### config.mk
export PLATFORM = sky130hd
export DESIGN_NAME = edfs_ctrl
export DESIGN_NICKNAME = d
export VERILOG_FILES = /design/src/design/edfs_pkg.sv /design/src/design/edfs_ctrl.sv
export SDC_FILE = /design/constraint.sdc
export NUM_CORES = 1
export LEC_CHECK = 0
export BUFFER_PORTS_ARGS = -buffer_cell sky130_fd_sc_hd__buf_2
export CORE_AREA = 2 2 42 44
export DETAILED_ROUTE_END_ITERATION = 16
export DIE_AREA = 0 0 44 46
export GPL_TIMING_DRIVEN = 0
export PLACE_DENSITY = 0.59
export SYNTH_ARGS = -nofsm -noshare
export SYNTH_HDL_FRONTEND = slang
export SYNTH_SLANG_ARGS = --single-unit
### constraint.sdc
create_clock -name clk -period 1.8 [get_ports clk]
set_clock_uncertainty 0.15 [all_clocks]
set_input_delay 0.36 -clock clk [delete_from_list [all_inputs] [get_ports clk]]
set_output_delay 0.36 -clock clk [all_outputs]
set_load 0.005 [all_outputs]
### src/design/edfs_pkg.sv
package edfs_pkg;

  localparam logic [2:0] EV_TICK    = 3'd0;
  localparam logic [2:0] EV_END     = 3'd1;
  localparam logic [2:0] EV_MISS    = 3'd2;
  localparam logic [2:0] EV_PREEMPT = 3'd3;
  localparam logic [2:0] EV_START   = 3'd4;

  localparam int MAX_RES = 20;
  localparam int EW      = 5;

  localparam logic [2:0] REG_COST_BASE = 3'd4;

  typedef struct packed {
    logic [1:0]  task_id;
    logic [15:0] left;
    logic [31:0] dl;
    logic [31:0] rel_time;
    logic [31:0] pre_time;
  } job_t;

  typedef struct packed {
    logic [2:0]  kind;
    logic [1:0]  task_id;
    logic [15:0] left;
  } ev_t;

  typedef struct packed {
    logic begin_tick;
    logic end_step;
    logic scan_step;
    logic rel_step;
    logic sort_step;
    logic head_step;
    logic out_pop;
  } cmd_t;

  typedef struct packed {
    logic scan_done;
    logic last_task;
    logic sort_done;
    logic last_out;
  } sts_t;

  function automatic logic job_after(input job_t a, input job_t b);
    if (a.dl != b.dl) return a.dl > b.dl;
    if (a.rel_time != b.rel_time) return a.rel_time > b.rel_time;
    return a.task_id > b.task_id;
  endfunction

endpackage

### src/design/edfs_ctrl.sv
module edfs_ctrl import edfs_pkg::*; (
  input  logic clk,
  input  logic rst,
  input  logic in_valid,
  input  logic tick,
  input  logic out_ready,
  input  sts_t sts,
  output cmd_t cmd,
  output logic in_ready,
  output logic out_valid
);

  typedef enum logic [6:0] {
    S_IDLE = 7'b0000001,
    S_END  = 7'b0000010,
    S_SCAN = 7'b0000100,
    S_REL  = 7'b0001000,
    S_SORT = 7'b0010000,
    S_HEAD = 7'b0100000,
    S_EMIT = 7'b1000000
  } state_t;

  state_t state, state_next;

  always_ff @(posedge clk) begin
    if (rst) begin
      state <= S_IDLE;
    end else begin
      state <= state_next;
    end
  end

  always_comb begin
    state_next = state;
    cmd        = '0;
    in_ready   = 1'b0;
    out_valid  = 1'b0;
    case (state)
      S_IDLE: begin
        in_ready = 1'b1;
        if (in_valid && tick) begin
          cmd.begin_tick = 1'b1;
          state_next     = S_END;
        end
      end
      S_END: begin
        cmd.end_step = 1'b1;
        state_next   = S_SCAN;
      end
      S_SCAN: begin
        if (sts.scan_done) begin
          state_next = S_REL;
        end else begin
          cmd.scan_step = 1'b1;
        end
      end
      S_REL: begin
        cmd.rel_step = 1'b1;
        state_next   = sts.last_task ? S_SORT : S_SCAN;
      end
      S_SORT: begin
        if (sts.sort_done) begin
          state_next = S_HEAD;
        end else begin
          cmd.sort_step = 1'b1;
        end
      end
      S_HEAD: begin
        cmd.head_step = 1'b1;
        state_next    = S_EMIT;
      end
      S_EMIT: begin
        out_valid = 1'b1;
        if (out_ready) begin
          cmd.out_pop = 1'b1;
          if (sts.last_out) state_next = S_IDLE;
        end
      end
      default: state_next = S_IDLE;
    endcase
  end

endmodule

# Yosys cells after proc, flatten, opt, wreduce, memory -nomap -nowiden
# Index checks and enable logic that the tools add are counted.
[op_classes]
n_eq_ne = 12
mux = 20
reduce_logical = 2
[ops]
columns = ["cell", "n"]
rows = [
  ["$pmux 7 s7", 1],
  ["$mux 7", 5],
  ["$mux 1", 13],
  ["$ne 2x2->1 const B", 5],
  ["$eq 7x1->1 const B", 1],
  ["$eq 7x2->1 const B", 1],
  ["$eq 7x3->1 const B", 1],
  ["$eq 7x4->1 const B", 1],
  ["$eq 7x5->1 const B", 1],
  ["$eq 7x6->1 const B", 1],
  ["$eq 7x7->1 const B", 1],
  ["$mux 5", 1],
  ["$reduce_and 5->1", 1],
  ["$logic_and 1x1->1", 1],
]
[word_totals]
regBits = 7
in_bits = 9
output_inout_bits = 9

# Logic depth before layout (Yosys ltp)
[logic_depth]
depth_word = 3
mapped_depth = 6
depth_no_buf = 5

# Least setup slack after synthesis
# No wires, ideal clock.
[synth_timing]
kind = "register to output"
from = "reg state[1]"
to = "out cmd[0] (netlist name)"
arrival_time_ns = 1.083
path_slack_ns = 0.207
path_stages_with_launch = 5
cell_sequence = "dfxtp_1 > nor3_4 > nand2_1 > nor3b_1 > and2_1"
[synth_lines]
columns = ["element", "line_no", "text"]
rows = [
  ["start: declaration", "edfs_ctrl.sv:23", "state_t state, state_next;"],
  ["start signal: assignment", "edfs_ctrl.sv:29", "state <= state_next;"],
  ["end: declaration", "edfs_ctrl.sv:8", "output cmd_t cmd,"],
]

==> metrics.md <==
| Metric | Value |
|---|---|
| Routed vias/inst | `~4.9` |
| Most common cell after layout, fill and taps aside | `buf_2` |
| Global Route Usage Sum | `0.127` |
| WL/cell | `12.8 um` |
| Most frequent cells in the layout | `17 x buf_2, 15 x buf_4, 7 x a21oi_1` |
| VDD IR max | `302 uV` |
| Total CTS buffers | `3` |
| Cell row count | `15` |
| Boundary pin count | `18` |
| Nets | `between 100 and 150` |
| Failing checks | `negative setup slack` |
| Crit. End Element | `output pin` |
| Fin crit period | `roughly 1.9 ns` |
| Biggest regs | `state (7)` |
| Mapped cell area | `around 450 um2` |
| Leakage power | `0.392 nW` |
| Slew Limit Fails | `0` |
| Logic gate share of total power | `0.456` |
| Reg with most FFs | `state` |
| Skew-Pair Late Insertion Delay | `roughly 0.24 ns` |
| CTS Root Cell | `clkbuf_4` |
| Synth Register Bits | `7` |
| Worst Hold Path Cells | `3` |
| Psw | `0.203 mW` |
| Die ar. | `between 2000 and 2500 um2` |
| Critical Path Fanout Max | `4` |
| Die Y | `46 um` |
| R2R depth | `7` |
| Design Area, Final | `793 um2` |
| CTS tree | `yes` |
| CTS Hold Bufs | `0` |
| Largest net degree at the start of global routing | `8` |
| Worst path required time | `1.29 ns` |
| DRT iter0 DRCs | `3` |
| Clock transition at the registers of the reported paths | `0.05 ns` |
| Vias in the first global route | `between 400 and 500` |
| Slew headroom | `0.840` |
| Avg Inst Size Synth | `between 8 and 9 um2` |
| Worst Max-Slew Pin Slew | `0.239 ns` |
| Async S/R FF share, synth | `0` |
| DRC violations left | `0` |
| Synthesis-to-finish area growth | `78.1%` |
| Post-synth cell types | `23` |
| Routability congestion estimate | `0.744` |
| RSZ-0062 raised after global routing | `true` |
| Initial core utilization | `0.276` |
| Drt pass-1 iters | `3` |
| Hold WC Path Type | `input port to flop` |
| Clk sinks | `7` |
| Chip width | `between 40 and 50 um` |
| CP Launch Type | `flop` |
| Peak Freq | `531 MHz` |
| Sequential fraction of the synthesis area | `0.315` |
| Final std cells w/o fill | `~110` |
| Synth Instances | `54` |
| Final worst slack | `-0.0835 ns` |
| Sequential power share | `0.322` |
| Worst path arrival time | `~1.4 ns` |
| Via count | `539` |
| PortBufs | `17` |
| Type of the worst setup path | `flop to output pin` |
| Initial antenna violation count | `0` |
| Max-capacitance violation count | `0` |
| Post-Syn Nets | `63` |
| # H-tree levels | `1` |
| Synth Flop Type | `dfxtp_1` |
| Most used routing layer | `met2` |
| Switching Share | `0.331` |
| Cell Int Power | `0.411 mW` |
| # diodes | `0` |
| DP Area | `552 um2` |
| Detail Route Antenna Nets | `0` |
| Yosys warning count | `0` |
| M1 GR Usage | `0.119` |
| Status | `complete, but fails checks` |
| First-pass GRT wire length | `around 1.9 mm` |
| Final setup violation count | `5` |
| GR Overflow Total | `0` |
| M3 GR Usage | `0.0357` |
| Core area | `1610 um2` |
| M2 GR Usage | `0.250` |
| Final Hold Vio Count | `0` |
| DP HPWL | `795 um` |
| EDFF count, synth | `0` |
| Ratio of cells with drive above 1 in the final layout | `0.652` |
| Max FFs per register | `7` |
| Clock tree buffer depth | `2` |
| Dpl cells | `88` |
| Clock Power Share | `0.222` |
| PwrDens | `approximately 770 nW/um2` |
| Period utilization | `1.05` |
| WL final | `1.39 mm` |
| Fill count | `151` |
## stage by stage
stage               utilization  setup TNS [ns]  power, mW  setup slack [ns]  hold WS [ns]
floorplan                     -               0      0.313             0.207         0.279
detailed placement        0.342               0      0.362            0.0367         0.435
CTS                       0.446          -0.208      0.570           -0.0637         0.203
finish                    0.491          -0.229      0.614           -0.0835         0.205
global route              0.491          -0.987      0.650            -0.195         0.208
global placement          0.342               0      0.363           0.00687         0.435
## critical path, cell delays in order (launching register included)
cell	delay, ns
dfxtp_2	0.34
nor3_4	0.27
nand2_2	0.10
nor3b_2	0.20
and2_1	0.13
buf_2	0.10
## final cells by class
cell class                      count  area (um2)  area share
Sequential cell                     7         158       0.199
Buffer                              1        11.3      0.0142
Multi-Input combinational cell     41         338       0.426
Inverter                            5        18.8      0.0237
Tap cell                           17        21.3      0.0268
Clock buffer                        4        26.3      0.0331
Timing Repair Buffer               34         220       0.278
## worst paths after layout
| check | startpoint | to | slack (ns) |
|---|---|---|---|
| max | state[1] | cmd[0] | -0.08 |
| min | sts[2] | state[4] | 0.20 |
| max reg2reg | state[1] | state[0] | 0.06 |
| min reg2reg | state[0] | state[6] | 0.50 |
## metal layers
metal | part of all wire | wire length [um]
met5 | 0 | 0
met4 | 0.010 | 14
met3 | 0.036 | 50
met2 | 0.57 | 790
met1 | 0.38 | 535
## synthesized netlist by cell type, drive strengths merged (2+ instances only)
master / number / share of area
nor3: 5 / 0.081
nand4b: 3 / 0.073
o21ai: 2 / 0.022
nand2: 3 / 0.025
nor2b: 2 / 0.028
nor2: 6 / 0.051
nor3b: 4 / 0.067
inv: 5 / 0.042
a21oi: 7 / 0.079
dfxtp: 7 / 0.31
## power groups by stage
| stage | clock [mW] | sequential, mW | combinational [mW] |
|---|---|---|---|
| 2_1_floorplan | 0 | 0.188 | 0.125 |
| 3_3_place_gp | 0 | 0.191 | 0.172 |
| 3_5_place_dp | 0 | 0.191 | 0.171 |
| 4_1_cts | 0.142 | 0.193 | 0.235 |
| 5_1_grt | 0.150 | 0.199 | 0.302 |
| 6_report | 0.136 | 0.198 | 0.280 |
## logic make-up after synthesis
family	Yosys count	synth area share
AO/OA/AOI/OAI	12	0.171
XOR/XNOR	1	0.0197
flip-flops	7	0.315
buffers and inverters	6	0.0674
AND/OR/NAND/NOR	28	0.427
## timing repair
| item | in CTS | in global routing |
|---|---|---|
| pin swaps | 7 | 8 |
| gates cloned | 0 | 0 |
| endpoints found under the hold margin | 0 | 0 |
| setup endpoints to repair | 6 | 12 |
| gates resized for setup | 15 | 12 |
| buffers inserted | 12 | 5 |
Note: power is estimated with default switching activity, not from simulation.
